==> src/hdl/cor_pkg.sv <==
`timescale 1ns / 1ps
`default_nettype none

package cor_pkg;

   // Field widths
   localparam int COORD_BITS  = 16;
   localparam int RADIUS_BITS = 12;
   localparam int OUT_BITS    = (COORD_BITS > RADIUS_BITS) ? COORD_BITS + 1 : RADIUS_BITS + 2;

   // Root unit works on r*r - y*y
   localparam int SQ_BITS = 2 * RADIUS_BITS;

   // Results per step: eight outline points or four fill spans
   localparam int MAX_RESULTS = 8;
   localparam int IDX_BITS    = $clog2(MAX_RESULTS);
   localparam logic [IDX_BITS-1:0] LAST_OUTLINE = IDX_BITS'(MAX_RESULTS - 1);
   localparam logic [IDX_BITS-1:0] LAST_FILL    = IDX_BITS'(MAX_RESULTS / 2 - 1);

   typedef enum logic [0:0] {
      OP_START   = 1'b0,
      OP_ADVANCE = 1'b1
   } opcode_type;

   typedef enum logic [1:0] {
      ST_IDLE,
      ST_ROOT,
      ST_EMIT
   } state_type;

   // Controller to datapath
   typedef struct packed {
      logic                load_start;
      logic                kill;
      logic                root_start;
      logic                emit_load;
      logic [IDX_BITS-1:0] emit_index;
      logic                emit_last;
      logic                commit;
   } ctrl_cmd_type;

   // Datapath to controller
   typedef struct packed {
      logic active;
      logic x_below_y;
      logic fill_mode;
      logic root_done;
   } dp_status_type;

endpackage

`default_nettype wire

==> src/hdl/circle_octant_rasterizer.sv <==
`timescale 1ns / 1ps
`default_nettype none

// Circle rasterizer, one octant step per advance request. A start request (opcode 0)
// latches center and radius and returns nothing. An advance request (opcode 1)
// on an active circle returns eight outline points, or four horizontal spans when
// fill_mode is set, for the current (x, y); the last result of a step carries
// last_in_step and every result of the circle's final step carries circle_done.
// Before the results come out the next x is found by a shift-subtract square root
// that resolves one bit per cycle. req_ready is high whenever no step is in
// progress, even while the last result still waits in the output register.
// fill_mode is written through the csr channel, which is always ready, and should
// only change between steps.
module circle_octant_rasterizer
   import cor_pkg::*;
(
   input  wire logic                          clock,
   input  wire logic                          reset,
   input  wire logic                          req_valid,
   output logic                               req_ready,
   input  wire logic                          req_opcode,
   input  wire logic signed [COORD_BITS-1:0]  req_center_x,
   input  wire logic signed [COORD_BITS-1:0]  req_center_y,
   input  wire logic [RADIUS_BITS-1:0]        req_radius,
   output logic                               rsp_valid,
   input  wire logic                          rsp_ready,
   output logic signed [OUT_BITS-1:0]         rsp_span_x_start,
   output logic signed [OUT_BITS-1:0]         rsp_span_x_end,
   output logic signed [OUT_BITS-1:0]         rsp_span_row,
   output logic                               rsp_last_in_step,
   output logic                               rsp_circle_done,
   input  wire logic                          csr_valid,
   output logic                               csr_ready,
   input  wire logic                          csr_fill_mode
);

   ctrl_cmd_type  cmd;
   dp_status_type status;

   assign csr_ready = 1'b1;

   cor_ctrl u_ctrl (
      .clock      (clock),
      .reset      (reset),
      .req_valid  (req_valid),
      .req_opcode (req_opcode),
      .req_ready  (req_ready),
      .rsp_valid  (rsp_valid),
      .rsp_ready  (rsp_ready),
      .status     (status),
      .cmd        (cmd)
   );

   cor_datapath u_datapath (
      .clock            (clock),
      .reset            (reset),
      .cmd              (cmd),
      .status           (status),
      .csr_we           (csr_valid && csr_ready),
      .csr_fill_mode    (csr_fill_mode),
      .req_center_x     (req_center_x),
      .req_center_y     (req_center_y),
      .req_radius       (req_radius),
      .rsp_span_x_start (rsp_span_x_start),
      .rsp_span_x_end   (rsp_span_x_end),
      .rsp_span_row     (rsp_span_row),
      .rsp_last_in_step (rsp_last_in_step),
      .rsp_circle_done  (rsp_circle_done)
   );

endmodule

`default_nettype wire

==> src/hdl/cor_sqrt.sv <==
`timescale 1ns / 1ps
`default_nettype none

// Bit-pair integer square root, one result bit per cycle, rounded to nearest
module cor_sqrt
   import cor_pkg::*;
(
   input  wire logic                   clock,
   input  wire logic                   reset,
   input  wire logic                   start,
   input  wire logic [SQ_BITS-1:0]     operand,
   output logic                        done,
   output logic [RADIUS_BITS-1:0]      root
);

   logic                   run_ff;
   logic                   done_ff;
   logic [SQ_BITS-1:0]     rem_ff;
   logic [SQ_BITS-1:0]     res_ff;
   logic [SQ_BITS-1:0]     bit_ff;
   logic [SQ_BITS-1:0]     trial_w;
   logic                   fits_w;
   logic                   round_up_w;

   assign trial_w = res_ff + bit_ff;
   assign fits_w  = (rem_ff >= trial_w);

   // Leftover n - s*s above s means the true root is at least s + 0.5
   assign round_up_w = (rem_ff > res_ff);
   assign root       = res_ff[RADIUS_BITS-1:0] + RADIUS_BITS'(round_up_w);
   assign done       = done_ff;

   // Control
   always_ff @(posedge clock) begin
      if (reset) begin
         run_ff  <= 1'b0;
         done_ff <= 1'b0;
      end else begin
         done_ff <= run_ff && bit_ff[0];
         if (start) begin
            run_ff <= 1'b1;
         end else if (run_ff && bit_ff[0]) begin
            run_ff <= 1'b0;
         end
      end
   end

   // Iteration
   always_ff @(posedge clock) begin
      if (start) begin
         rem_ff <= operand;
         res_ff <= '0;
         bit_ff <= SQ_BITS'(1) << (SQ_BITS - 2);
      end else if (run_ff) begin
         if (fits_w) begin
            rem_ff <= rem_ff - trial_w;
            res_ff <= (res_ff >> 1) + bit_ff;
         end else begin
            res_ff <= res_ff >> 1;
         end
         bit_ff <= bit_ff >> 2;
      end
   end

endmodule

`default_nettype wire

==> src/hdl/cor_ctrl.sv <==
`timescale 1ns / 1ps
`default_nettype none

// Sequencer: accept, run the root, then hand out one result per cycle while the output is not stalled
module cor_ctrl
   import cor_pkg::*;
(
   input  wire logic          clock,
   input  wire logic          reset,
   input  wire logic          req_valid,
   input  wire logic          req_opcode,
   output logic               req_ready,
   output logic               rsp_valid,
   input  wire logic          rsp_ready,
   input  wire dp_status_type status,
   output ctrl_cmd_type       cmd
);

   state_type           state_ff, state_in;
   logic [IDX_BITS-1:0] idx_ff, idx_in;
   logic                rsp_valid_ff, rsp_valid_in;
   logic [IDX_BITS-1:0] last_idx_w;
   logic                accept_w;

   assign req_ready  = (state_ff == ST_IDLE);
   assign rsp_valid  = rsp_valid_ff;
   assign accept_w   = req_valid && req_ready;
   assign last_idx_w = status.fill_mode ? LAST_FILL : LAST_OUTLINE;

   always_ff @(posedge clock) begin
      if (reset) begin
         state_ff     <= ST_IDLE;
         idx_ff       <= '0;
         rsp_valid_ff <= 1'b0;
      end else begin
         state_ff     <= state_in;
         idx_ff       <= idx_in;
         rsp_valid_ff <= rsp_valid_in;
      end
   end

   // Next state and commands
   always_comb begin
      state_in = state_ff;
      idx_in   = idx_ff;
      cmd      = '0;
      unique case (state_ff)
         ST_IDLE: begin
            if (accept_w) begin
               if (req_opcode == OP_START) begin
                  cmd.load_start = 1'b1;
               end else if (status.active) begin
                  if (status.x_below_y) begin
                     cmd.kill = 1'b1;
                  end else begin
                     cmd.root_start = 1'b1;
                     state_in       = ST_ROOT;
                  end
               end
            end
         end
         ST_ROOT: begin
            if (status.root_done) begin
               state_in = ST_EMIT;
               idx_in   = '0;
            end
         end
         ST_EMIT: begin
            // Output register free or draining this cycle
            if (!rsp_valid_ff || rsp_ready) begin
               cmd.emit_load  = 1'b1;
               cmd.emit_index = idx_ff;
               cmd.emit_last  = (idx_ff == last_idx_w);
               if (idx_ff == last_idx_w) begin
                  cmd.commit = 1'b1;
                  state_in   = ST_IDLE;
               end else begin
                  idx_in = idx_ff + IDX_BITS'(1);
               end
            end
         end
         default: begin
            state_in = ST_IDLE;
         end
      endcase
   end

   // Result valid flag
   always_comb begin
      if (cmd.emit_load) begin
         rsp_valid_in = 1'b1;
      end else if (rsp_ready) begin
         rsp_valid_in = 1'b0;
      end else begin
         rsp_valid_in = rsp_valid_ff;
      end
   end

endmodule

`default_nettype wire

==> src/hdl/cor_datapath.sv <==
`timescale 1ns / 1ps
`default_nettype none

// Circle state, next-x root, span arithmetic and the result register
module cor_datapath
   import cor_pkg::*;
(
   input  wire logic                          clock,
   input  wire logic                          reset,
   input  wire ctrl_cmd_type                  cmd,
   output dp_status_type                      status,
   input  wire logic                          csr_we,
   input  wire logic                          csr_fill_mode,
   input  wire logic signed [COORD_BITS-1:0]  req_center_x,
   input  wire logic signed [COORD_BITS-1:0]  req_center_y,
   input  wire logic [RADIUS_BITS-1:0]        req_radius,
   output logic signed [OUT_BITS-1:0]         rsp_span_x_start,
   output logic signed [OUT_BITS-1:0]         rsp_span_x_end,
   output logic signed [OUT_BITS-1:0]         rsp_span_row,
   output logic                               rsp_last_in_step,
   output logic                               rsp_circle_done
);

   logic                          fill_mode_ff;
   logic signed [COORD_BITS-1:0]  center_col_ff;
   logic signed [COORD_BITS-1:0]  center_row_ff;
   logic [RADIUS_BITS-1:0]        radius_ff;
   logic [RADIUS_BITS-1:0]        x_ff;
   logic [RADIUS_BITS-1:0]        y_ff;
   logic                          active_ff;

   logic signed [OUT_BITS-1:0]    xs_ff, xe_ff, row_ff;
   logic                          last_ff, done_ff;

   logic [RADIUS_BITS-1:0]        ny_w;
   logic [RADIUS_BITS-1:0]        nx_w;
   logic [SQ_BITS-1:0]            rr_w, yy_w, diff_w;
   logic                          root_done_w;
   logic                          step_done_w;

   logic signed [OUT_BITS-1:0]    cx_w, cy_w, xw_w, yw_w;
   logic signed [OUT_BITS-1:0]    cpx_w, cmx_w, cpy_w, cmy_w;
   logic signed [OUT_BITS-1:0]    rpx_w, rmx_w, rpy_w, rmy_w;
   logic signed [OUT_BITS-1:0]    xs_w, xe_w, row_w;

   // Next position: y + 1, x = round(sqrt(r*r - (y+1)*(y+1))) with the difference saturated at zero
   assign ny_w   = y_ff + RADIUS_BITS'(1);
   assign rr_w   = SQ_BITS'(radius_ff) * SQ_BITS'(radius_ff);
   assign yy_w   = SQ_BITS'(ny_w) * SQ_BITS'(ny_w);
   assign diff_w = (rr_w > yy_w) ? rr_w - yy_w : '0;

   cor_sqrt u_sqrt (
      .clock   (clock),
      .reset   (reset),
      .start   (cmd.root_start),
      .operand (diff_w),
      .done    (root_done_w),
      .root    (nx_w)
   );

   // Circle ends once the next x falls below the next y
   assign step_done_w = (nx_w < ny_w);

   assign status.active    = active_ff;
   assign status.x_below_y = (x_ff < y_ff);
   assign status.fill_mode = fill_mode_ff;
   assign status.root_done = root_done_w;

   // Circle state
   always_ff @(posedge clock) begin
      if (reset) begin
         fill_mode_ff  <= 1'b0;
         center_col_ff <= '0;
         center_row_ff <= '0;
         radius_ff     <= '0;
         x_ff          <= '0;
         y_ff          <= '0;
         active_ff     <= 1'b0;
      end else begin
         if (csr_we) begin
            fill_mode_ff <= csr_fill_mode;
         end
         if (cmd.load_start) begin
            center_col_ff <= req_center_x;
            center_row_ff <= req_center_y;
            radius_ff     <= req_radius;
            x_ff          <= req_radius;
            y_ff          <= '0;
            active_ff     <= 1'b1;
         end else if (cmd.kill) begin
            active_ff <= 1'b0;
         end else if (cmd.commit) begin
            x_ff      <= nx_w;
            y_ff      <= ny_w;
            active_ff <= !step_done_w;
         end
      end
   end

   // Symmetric coordinates
   assign cx_w  = OUT_BITS'(center_col_ff);
   assign cy_w  = OUT_BITS'(center_row_ff);
   assign xw_w  = $signed(OUT_BITS'(x_ff));
   assign yw_w  = $signed(OUT_BITS'(y_ff));
   assign cpx_w = cx_w + xw_w;
   assign cmx_w = cx_w - xw_w;
   assign cpy_w = cx_w + yw_w;
   assign cmy_w = cx_w - yw_w;
   assign rpx_w = cy_w + xw_w;
   assign rmx_w = cy_w - xw_w;
   assign rpy_w = cy_w + yw_w;
   assign rmy_w = cy_w - yw_w;

   // Pick the span for this result slot
   always_comb begin
      xs_w  = cpy_w;
      xe_w  = cpy_w;
      row_w = rmx_w;
      if (fill_mode_ff) begin
         unique case (cmd.emit_index)
            IDX_BITS'(0): begin xs_w = cpy_w; xe_w = cmy_w; row_w = rmx_w; end
            IDX_BITS'(1): begin xs_w = cpx_w; xe_w = cmx_w; row_w = rmy_w; end
            IDX_BITS'(2): begin xs_w = cpx_w; xe_w = cmx_w; row_w = rpy_w; end
            default:      begin xs_w = cpy_w; xe_w = cmy_w; row_w = rpx_w; end
         endcase
      end else begin
         unique case (cmd.emit_index)
            IDX_BITS'(0): begin xs_w = cpy_w; row_w = rmx_w; end
            IDX_BITS'(1): begin xs_w = cpx_w; row_w = rmy_w; end
            IDX_BITS'(2): begin xs_w = cpx_w; row_w = rpy_w; end
            IDX_BITS'(3): begin xs_w = cpy_w; row_w = rpx_w; end
            IDX_BITS'(4): begin xs_w = cmy_w; row_w = rpx_w; end
            IDX_BITS'(5): begin xs_w = cmx_w; row_w = rpy_w; end
            IDX_BITS'(6): begin xs_w = cmx_w; row_w = rmy_w; end
            default:      begin xs_w = cmy_w; row_w = rmx_w; end
         endcase
         xe_w = xs_w;
      end
   end

   // Result register
   always_ff @(posedge clock) begin
      if (cmd.emit_load) begin
         xs_ff   <= xs_w;
         xe_ff   <= xe_w;
         row_ff  <= row_w;
         last_ff <= cmd.emit_last;
         done_ff <= step_done_w;
      end
   end

   assign rsp_span_x_start = xs_ff;
   assign rsp_span_x_end   = xe_ff;
   assign rsp_span_row     = row_ff;
   assign rsp_last_in_step = last_ff;
   assign rsp_circle_done  = done_ff;

endmodule

`default_nettype wire

==> config.mk <==
export PLATFORM = sky130hd
export DESIGN_NAME = circle_octant_rasterizer
export DESIGN_NICKNAME = d
export VERILOG_FILES = /design/src/hdl/cor_pkg.sv /design/src/hdl/circle_octant_rasterizer.sv /design/src/hdl/cor_sqrt.sv /design/src/hdl/cor_ctrl.sv /design/src/hdl/cor_datapath.sv
export SDC_FILE = /design/constraint.sdc
export NUM_CORES = 1
export LEC_CHECK = 0
export ABC_AREA = 1
export CAP_MARGIN = 20
export CORE_ASPECT_RATIO = 1.75
export CORE_MARGIN = 2
export CORE_UTILIZATION = 55
export CTS_BUF_LIST = sky130_fd_sc_hd__clkbuf_8
export DETAILED_ROUTE_END_ITERATION = 8
export DONT_BUFFER_PORTS = 1
export PLACE_DENSITY_LB_ADDON = 0.1
export SLEW_MARGIN = 40
export SYNTH_ARGS = -nofsm -noshare
export SYNTH_HDL_FRONTEND = slang
export SYNTH_SLANG_ARGS = --single-unit
==> constraint.sdc <==
create_clock -name clock -period 8.6 [get_ports clock]
set_input_delay 0 -clock clock [delete_from_list [all_inputs] [get_ports clock]]
set_output_delay 0 -clock clock [all_outputs]
set_load 0.005 [all_outputs]
Yosys cells after proc, flatten, opt, wreduce, memory -nomap -nowiden
Cells that the tools add are included.
{"block": "word_totals", "elab_cells": 134, "output_inout_bits": 56, "register_bits": 191, "inputBits": 51}
{"block": "classes", "n_lt_le_gt_ge": 5, "n_eq_ne": 18, "add_sub_neg": 15, "reduce_logical": 27, "multipliers": 2, "muxes": 46, "bitwise_logic": 1}
{"op": "$pmux W17 S3", "n": 3}
{"op": "$mux W24", "n": 5}
{"op": "$mux W17", "n": 5}
{"op": "$add A16 B13 Y17", "n": 4}
{"op": "$sub A16 B13 Y17", "n": 4}
{"op": "$gt A24 B24 Y1", "n": 2}
{"op": "$mul A12 B12 Y24", "n": 2}
{"op": "$sub A24 B24 Y24", "n": 2}
{"op": "$mux W12", "n": 3}
{"op": "$add A23 B23 Y24", "n": 1}
{"op": "$add A24 B23 Y24", "n": 1}
{"op": "$ge A24 B24 Y1", "n": 1}
{"op": "$lt A12 B12 Y1", "n": 2}
{"op": "$mux W2", "n": 9}
{"op": "$mux W3", "n": 6}
{"op": "$reduce_or A2 Y1", "n": 7}
{"op": "$add A12 B1 Y12", "n": 1}
{"op": "$add A12 B1 Y12 const B", "n": 1}
{"op": "$mux W6", "n": 2}
{"op": "$reduce_bool A2 Y1", "n": 6}
{"op": "$mux W1", "n": 11}
{"op": "$ne A2 B1 Y1 const B", "n": 5}
{"op": "$eq A3 B3 Y1 const B", "n": 3}
{"op": "$ne A2 B2 Y1 const B", "n": 4}
{"op": "other kinds (18)", "n": 24}

Logic depth before layout (Yosys ltp)
Gate-level depths: netlist of run 1.
{"block": "logic_depth", "word_depth": 9, "mapped_depth": 39, "ltp_nobuf": 38}

Cells and area by module
A second synthesis of run 1 with hierarchy kept.
{"block": "unflattened", "hier_cells": 4640, "hier_area_um2": 29872.4}
{"module": "cor_datapath", "cells_per_inst": 3497, "instances": 1, "area_each_um2": 22694.3, "seq_area_each_um2": 2962.8}
{"module": "cor_sqrt", "cells_per_inst": 1072, "instances": 1, "area_each_um2": 6726.5, "seq_area_each_um2": 1481.4}
{"module": "cor_ctrl", "cells_per_inst": 69, "instances": 1, "area_each_um2": 440.4, "seq_area_each_um2": 120.1}
{"module": "circle_octant_rasterizer", "cells_per_inst": 2, "instances": 1, "area_each_um2": 11.3, "seq_area_each_um2": 0.0}

Worst setup path after synthesis of run 1
OpenSTA, ideal clock, no wires.
{"block": "synth_path", "kind": "reg-to-reg", "from": "reg u_datapath.y_ff[1]", "to": "reg u_datapath.u_sqrt.rem_ff[14] (data pin)", "arrival_time_ns": 6.909, "path_stages_with_launch": 37, "setup_slack_ns": 1.430, "setup_time_ns": 0.262, "required_ns": 8.338, "period_less_slack_ns": 7.170, "path_buffers": 1, "cell_sequence": "dfxtp_1 -> inv_1 -> nor3_4 -> nand2_1 -> nor2_1 -> xor2_1 -> inv_2 -> nor2_1 -> inv_1 -> fa_1 -> inv_1 -> fa_1 -> inv_1 -> fa_1 -> inv_1 -> fa_1 -> inv_1 -> fa_1 -> inv_1 -> ha_1 -> nand2_1 -> nor2_1 -> inv_1 -> o21ai_0 -> a21oi_1 -> xor2_1 -> ha_1 -> a21oi_1 -> o21ai_1 -> nand2_1 -> and3_1 -> nand2_1 -> nor2_1 -> nor2_4 -> buf_4 -> nand2_1 -> o21ai_0"}
{"block": "synth_via", "elab_chain_cells": 7}
{"element": "from (decl)", "line_no": "cor_datapath.sv:29", "rtl": "logic [RADIUS_BITS-1:0] y_ff;"}
{"element": "from (signal assigned)", "line_no": "cor_datapath.sv:94", "rtl": "y_ff <= ny_w;"}
{"element": "parallel branches: the longest is 6 deep, another holds $mul A12 B12 Y24"}
{"element": "$mux W24 *", "line_no": "cor_sqrt.sv:50", "rtl": "if (start) begin"}
{"element": "to (signal assigned)", "line_no": "cor_sqrt.sv:51", "rtl": "rem_ff <= operand;"}
{"element": "to (signal assigned)", "line_no": "cor_sqrt.sv:56", "rtl": "rem_ff <= rem_ff - trial_w;"}
{"element": "to (decl)", "line_no": "cor_sqrt.sv:18", "rtl": "logic [SQ_BITS-1:0] rem_ff;"}
Every way passes the cells marked *.
A chain may end at the register's enable or synchronous reset.

Worst setup path after layout of run 1
{"block": "layout_path", "from": "reg u_datapath.y_ff[2]", "to": "reg u_datapath.u_sqrt.rem_ff[12] (data pin)"}
{"element": "$add A12 B1 Y12 *", "line_no": "cor_datapath.sv:47", "rtl": "assign ny_w = y_ff + RADIUS_BITS'(1);"}
{"element": "net u_datapath.ny_w[3]", "line_no": "cor_datapath.sv:35", "rtl": "logic [RADIUS_BITS-1:0] ny_w;"}
{"element": "$mul A12 B12 Y24 *", "line_no": "cor_datapath.sv:49", "rtl": "assign yy_w = SQ_BITS'(ny_w) * SQ_BITS'(ny_w);"}
{"element": "$sub A24 B24 Y24 / $gt A24 B24 Y1 (equally long branches)", "line_no": "cor_datapath.sv:50", "rtl": "assign diff_w = (rr_w > yy_w) ? rr_w - yy_w : '0;"}
{"element": "$mux W24 *", "line_no": "cor_datapath.sv:50"}
{"element": "$mux W24 *", "line_no": "cor_sqrt.sv:50"}
Mark *: on every way through the listed nets, which the timed path passes. The rest lies on a longest branch.

==> metrics.csv, run 1 <==
stage;metric;value;unit
layout;drive_gt1_share;2.822;%
sta;skew;0.03168;ns
sta;clock.fmax;0.1246;GHz
routing;dr_total_vias;29860;
cts;root_buffer;clkbuf_8;
cts;cts_tree;yes;
cts;clockBufferDepth;2;
place;numPlacedInstances;5133;
critical_path;cp_max_fo;12;
yosys;synth_area_per_cell;6.502;sq um
power;switching_share;52.69;%
critical_path;critical_path_class;flip-flop to flip-flop;
critical_path;critPathLaunchType;flip-flop;
yosys;synth.cell_area;0.02958;sq mm
power;power_density;168.9;mW/mm^2
critical_path;end_kind;flip-flop;
cts;cts_made_buffers;17;
global_route;grt_pass1_vias;29660;
yosys;synth_warnings;0;
routing;drt_iter0_drc;2096;
yosys;async_flop_share;0;%
routing;drc;0;
yosys;netlist.area_leader.share;15.92;%
layout;register_area;0.004566;sq mm
sta;setup_tns;0;ns
sta;hold_viol;0;
routing;dr.pass1.iters;6;
yosys;yosysTopAreaCell;nand2_1;
min_path;hp-class;input port to flip-flop;
sta;slew_headroom;45.11;%
status;status;complete, no violations;
cts;cts.reportedPaths.clkPinSlew;0.14;ns
place;port_buffers;0;
floorplanning;die_y;310.8;microns
place;dp_hpwl;86.64;mm
yosys;synth-seq-area-share;15.43;%
routing;detail_route.vias_per_cell;5.720;
power;p_sw;2.756;mW
floorplanning;rows;112;
layout;fin_nets;5074;
critical_path;r2r_slack;0.58;ns
sta;drv_slew;0;
yosys;ys.flop_type;dfxtp_1;
power;p_int;2.475;mW
flow_run;cap_viol_max_count;0;
sta;fin_crit;8.023;ns
floorplanning;fp.coreArea;0.05325;sq mm
global_route;track_usage;38.65;%
cts;htree_levels;4;
critical_path;arrival;8.33;ns
cts;insertion_delay;0.58;ns
yosys;synth_nets;5100;
power;power_leakage;16.67;nW
layout;area_growth;4.738;%
yosys;yosys_register_bits;190;
power;clockPowerShare;13.4;%
critical_path;critPathTopFamily;adder cells;
critical_path;critPathMostFrequentCell;nand2_1;
routing;wl;106.9;mm
yosys;synth_cell_types;61;
global_route;grt_max_degree;55;
critical_path;worst_path_max_delay_cell;fa_1;
layout;nFillCells;5494;
floorplanning;die_area;0.05572;sq mm
critical_path;critPathBufInv;7;
global_route;overflow;0;
yosys;synth_common_cells;nand2_1 (1254), inv_1 (748), nand3_1 (398);
sta;rsz0062_at_grt;false;
place;place.gp.congestion;1.034;
yosys;synth_area_leaders;nand2_1 (16%), ha_1 (14%), fa_1 (11%);
yosys;synth_edf_count;76;
global_route;antenna_found_initial;2;
routing;wl_per_cell;20.47;microns
critical_path;crit_required;8.90;ns
yosys;synth.most_common_cell;nand2_1;
global_route;grt_pass1_wl;163.8;mm
power;seqPwrFrac;25.7;%
sta;fin_crit_sh;93.29;%
power;p_comb_share;60.9;%
layout;finalNonFillerCells;5221;
layout;multi_input_area;0.02150;sq mm
floorplanning;num_io_pins;107;
yosys;syn_inst;4549;
power;ir_drop;0.0001980;V
sta;setup_viol;0;
sta;worstMarginPinSlew;0.8148;ns
floorplanning;initial_core_util;55.54;%
floorplanning;die_w;179.3;microns
critical_path;cp_slowest_stage_delay;0.65;ns
routing;ant_nets;0;
cts;clock-sinks;190;
## layer usage
metal / global-route usage, % / part of all wire, % / vias to the layer above
met5: 0 / 0.012 / -
met4: 32.00 / 9.7 / 2
met3: 5.291 / 5.2 / 445
met2: 68.96 / 51 / 1139
met1: 38.96 / 34 / 13810
li1: - / - / 14470
## state kept, by name, summed over array words and instances (netlist names), 2 cells and up
name / cells
u_datapath.u_sqrt.rem_ff: 24
u_datapath.u_sqrt.bit_ff: 12
u_datapath.rsp_span_row: 17
u_datapath.x_ff: 12
u_datapath.center_col_ff: 16
u_datapath.center_row_ff: 16
u_datapath.u_sqrt.res_ff: 24
u_datapath.rsp_span_x_start: 16
u_datapath.y_ff: 12
u_datapath.radius_ff: 12
u_datapath.rsp_span_x_end: 17
u_ctrl.state_ff: 2
u_ctrl.idx_ff: 3
## worst paths after layout
path / endpoint / cells after the start / from
worst min-delay path: u_datapath.center_col_ff[2] / 4 / req_opcode
worst max register to register: u_datapath.u_sqrt.rem_ff[12] / 31 / u_datapath.y_ff[2]
worst min register to register: u_ctrl.idx_ff[1] / 2 / u_ctrl.idx_ff[1]
worst max-delay path: u_datapath.u_sqrt.rem_ff[12] / 31 / u_datapath.y_ff[2]
## through the flow
step / worst slack (ns) / hold WS, ns / util (%) / total power [mW] / area (sq um)
after global routing: 0.01397 / 0.1038 / 58.17 / 5.656 / 30980
after CTS: 0.4705 / 0.02851 / 58.09 / 5.166 / 30930
final: 0.5768 / 0.06783 / 58.17 / 5.231 / 30980
after detailed placement: 0.5017 / 0.08887 / 56.27 / 4.439 / 29960
after global placement: 0.5961 / 0.08722 / 56.26 / 4.428 / 29960
after floorplan: 1.430 / 0.1110 / - / 3.611 / 29580
## cells by family (layout without fill, tap and decap cells)
group	after synthesis	count (layout)	synth area share [%]
buffers and inverters	892	878	12.01
DFF	190	190	15.43
other	1	2	0.01268
xor gates and xnor gates	153	153	4.556
and+or+nand+nor	2215	2216	31.56
AOI/OAI and AO/OA	598	598	11.02
adders and majority gates	500	500	25.42
## cell type report
| type | count | share of cell area (%) |
|---|---|---|
| antenna | 1 | 0.008078 |
| clock inverter | 14 | 0.5857 |
| clock buffer | 18 | 0.7997 |
| multi-input combinational | 3468 | 69.40 |
| sequential | 190 | 14.74 |
| timing repair buffer | 77 | 2.367 |
| tap | 684 | 2.763 |
| inverter | 769 | 9.338 |
## power by group through the flow
stage	sequential [mW]	combinational, mW	clock, mW
final	1.34	3.19	0.702
after global routing	1.36	3.56	0.742
after CTS	1.34	3.12	0.713
after detailed placement	1.36	3.08	0
after global placement	1.36	3.07	0
after floorplan	1.23	2.38	0
## worst register-to-register path, delay by kind of cell (launching register included)
family,cells,cell delay (ns)
simple gates,14,2.12
buf+inv,7,0.99
fa+ha+maj,7,3.40
compound gates,2,0.55
xor+xnor,1,0.23
flops,1,0.48
## what timing repair did
| item | 4_1_cts | 5_1_grt |
|---|---|---|
| hold buffers | 53 | 0 |
| hold endpoints to repair | 73 | 0 |
| endpoints found under the setup margin | 0 | 24 |
| resized for setup | 0 | 4 |
| setup buffers | 0 | 1 |
## cell usage in the layout (no fill, tap or decap), types with 26 or more instances in the layout
master         instances
nand2_1             1252
inv_1                747
nand3_1              398
nor2_1               368
ha_1                 332
a21oi_1              278
o21ai_0              187
fa_1                 168
dfxtp_1              113
xor2_1               107
edfxtp_1              76
nand4_1               60
nor3_1                56
dlygate4sd3_1         52
xnor2_1               45
o21ai_1               26
No activity file was read; power rests on OpenSTA's default activity.
==> inputs of run 2 (changes only) <==
--- a/config.mk
+++ b/config.mk
@@ -7,9 +7,11 @@
 export LEC_CHECK = 0
 export ABC_AREA = 1
 export CAP_MARGIN = 20
+export CELL_PAD_IN_SITES_DETAIL_PLACEMENT = 0
+export CELL_PAD_IN_SITES_GLOBAL_PLACEMENT = 1
 export CORE_ASPECT_RATIO = 1.75
 export CORE_MARGIN = 2
-export CORE_UTILIZATION = 55
+export CORE_UTILIZATION = 49
 export CTS_BUF_LIST = sky130_fd_sc_hd__clkbuf_8
 export DETAILED_ROUTE_END_ITERATION = 8
 export DONT_BUFFER_PORTS = 1
==> run 2 against run 1 <==
Total power rose by 0.21%. Maximum frequency fell by 0.85%. Via count fell by 1.7%. First-iteration DRC count fell by 14%. Highest routed layer unchanged. Largest power group unchanged. Global-route usage fell by 4.0 points. Clock skew fell by 0.0033 ns.
==> metrics.csv, run 2 (synthesized netlist as in run 1, its figures left out) <==
stage;metric;value;unit;change
floorplanning;num_io_pins;107;;unchanged
routing;detail_route.vias_per_cell;5.515;;was 5.720
power;power;5.242;mW;was 5.231 mW
critical_path;arrival;8.55;ns;was 8.33 ns
sta;fin_crit;8.092;ns;was 8.023 ns
layout;area_growth;5.127;%;was 4.738%
power;ir_drop;0.0001404;V;was 0.0001980 V
sta;clock.fmax;0.1236;GHz;was 0.1246 GHz
min_path;hp-class;input port to flip-flop;;unchanged
cts;insertion_delay;0.59;ns;was 0.58 ns
sta;fin_crit_sh;94.09;%;was 93.29%
routing;wl;107.9;mm;was 106.9 mm
layout;final_cell_mix;nand2_1 (1253), inv_1 (747), nand3_1 (398);;was nand2_1 (1252), inv_1 (747), nand3_1 (398)
power;power_leakage;16.67;nW;about the same
cts;cts_tree;yes;;unchanged
floorplanning;fp.coreArea;0.06000;sq mm;was 0.05325 sq mm
floorplanning;rows;119;;was 112
critical_path;worst_path_max_delay_cell;fa_1;;unchanged
sta;rsz0062_at_grt;false;;unchanged
min_path;hold_path.startpoint;req_center_y[11];;was req_opcode
cts;cts_made_buffers;17;;unchanged
place;dp_hpwl;88.85;mm;was 86.64 mm
layout;fin_nets;5076;;was 5074
critical_path;critical_path_class;flip-flop to flip-flop;;unchanged
cts;cts.reportedPaths.clkPinSlew;0.14;ns;about the same
cts;clockBufferDepth;2;;unchanged
critical_path;crit_required;9.06;ns;was 8.90 ns
power;power_density;168.6;mW/mm^2;was 168.9 mW/mm^2
layout;final_common_cell;nand2_1;;unchanged
global_route;grt_max_degree;55;;unchanged
cts;root_buffer;clkbuf_8;;unchanged
routing;wl_met1;38.48;mm;was 36.67 mm
global_route;grt_pass1_vias;29590;;was 29660
sta;setup_viol;0;;unchanged
global_route;grt_pass1_wl;164.7;mm;was 163.8 mm
sta;skew;0.02842;ns;was 0.03168 ns
place;port_buffers;0;;unchanged
global_route;overflow;0;;unchanged
critical_path;cp_slowest_stage_delay;0.54;ns;was 0.65 ns
routing;drt_iter0_drc;1798;;was 2096
routing;wl_per_cell;20.26;microns;was 20.47 microns
flow_run;cap_viol_max_count;0;;unchanged
routing;ant_nets;0;;unchanged
critical_path;critPathLaunchType;flip-flop;;unchanged
layout;drive_gt1_share;2.865;%;was 2.822%
layout;reg.largest.list;u_datapath.u_sqrt.rem_ff: 24 flops, u_datapath.u_sqrt.res_ff: 24 flops;;unchanged
critical_path;cp_max_fo;12;;unchanged
global_route;track_usage;34.66;%;was 38.65%
floorplanning;initial_core_util;49.29;%;was 55.54%
floorplanning;die_y;329.0;microns;was 310.8 microns
sta;drv_slew;0;;unchanged
status;status;complete, no violations;;unchanged
routing;dr.pass1.iters;8;;was 6
floorplanning;die_w;189.7;microns;was 179.3 microns
routing;routed.top_layer;met5;;unchanged
global_route;antenna_found_initial;6;;was 2
place;place.gp.congestion;1.003;;was 1.034
cts;htree_levels;4;;unchanged
sta;fin_ws;0.5081;ns;was 0.5768 ns
cts;cts_setup_buffers;0;;unchanged
sta;worstMarginPinSlew;0.8602;ns;was 0.8148 ns
sta;hold_viol;0;;unchanged
routing;drc;0;;unchanged
place;post-place-ws;0.4716;ns;was 0.5017 ns
routing;wl_met3;4.056;mm;was 5.516 mm
cts;clock-sinks;190;;unchanged
routing;dr_total_vias;29370;;was 29860
critical_path;critPathBufInv;9;;was 7
sta;slew_headroom;42.59;%;was 45.11%
critical_path;critPathTopFamily;adder cells;;unchanged
routing;met2_length;55.91;mm;was 54.33 mm
floorplanning;die_area;0.06242;sq mm;was 0.05572 sq mm
critical_path;startpoint;u_datapath.y_ff[9];;was u_datapath.y_ff[2]
critical_path;end_kind;flip-flop;;unchanged
critical_path;reg2reg_from;u_datapath.y_ff[9];;was u_datapath.y_ff[2]
sta;setup_tns;0;ns;unchanged
-- run 2: cell count changes in the layout (fill, tap and decap cells not counted), sizes merged --
| cell | before | now |
|---|---|---|
| clkinv | 8 | 11 |
| bufinv | 1 | 0 |
| buf | 25 | 27 |
| inv | 774 | 771 |
| clkinvlp | 0 | 1 |
-- run 2: what timing repair did --
item | CTS | global route
gates resized for setup | 0 | 4
hold buffers | 53 | 0
endpoints found under the hold margin | 73 | 0
endpoints found under the setup margin | 0 | 24
-- run 2: worst paths after layout --
kind	slack, ns	end	cells after the start
worst min-delay path	0.08	u_datapath.center_row_ff[11]	3
worst max-delay path	0.51	u_datapath.u_sqrt.rem_ff[21]	36
worst min register to register	0.49	u_ctrl.idx_ff[1]	2
worst max register to register	0.51	u_datapath.u_sqrt.rem_ff[21]	36
-- run 2: through the flow --
step	std cells	util, %	instance area [sq um]	hold WS, ns
floorplan	4549	-	29580	0.1110
global placement	5238	50.18	30110	0.08369
detailed placement	5238	50.19	30120	0.08487
CTS	5323	51.78	31070	0.05262
global route	5325	51.82	31090	0.09560
finish	5325	51.82	31090	0.07698
-- run 2: routing by layer --
layer	global-route usage, %	vias to the layer above
met5	0	-
met4	26.58	8
met3	3.580	368
met2	64.91	903
met1	34.99	13620
li1	-	14470
-- run 2: cell type report --
| cell class | instances | area (sq um) |
|---|---|---|
| inverter | 769 | 2893 |
| multi-input combinational | 3468 | 21500 |
| fill | 6380 | 28910 |
| clock inverter | 14 | 166.4 |
| clock buffer | 18 | 247.7 |
| sequential | 190 | 4566 |
| timing repair buffer | 79 | 735.7 |
| antenna | 1 | 2.502 |
| tap | 786 | 983.4 |
-- run 2: report_power, final --
| group | switching, mW | internal [mW] |
|---|---|---|
| clock network | 0.460 | 0.230 |
| registers | 0.227 | 1.12 |
| logic | 2.11 | 1.10 |
-- run 2: worst register-to-register path: cells and delay by family (launching register included) --
kind	cells	cell delay (ns)
AOI/OAI and AO/OA	4	0.93
adders and majority gates	7	3.36
buffers and inverters	9	0.89
DFF	1	0.48
and+or+nand+nor	16	2.32
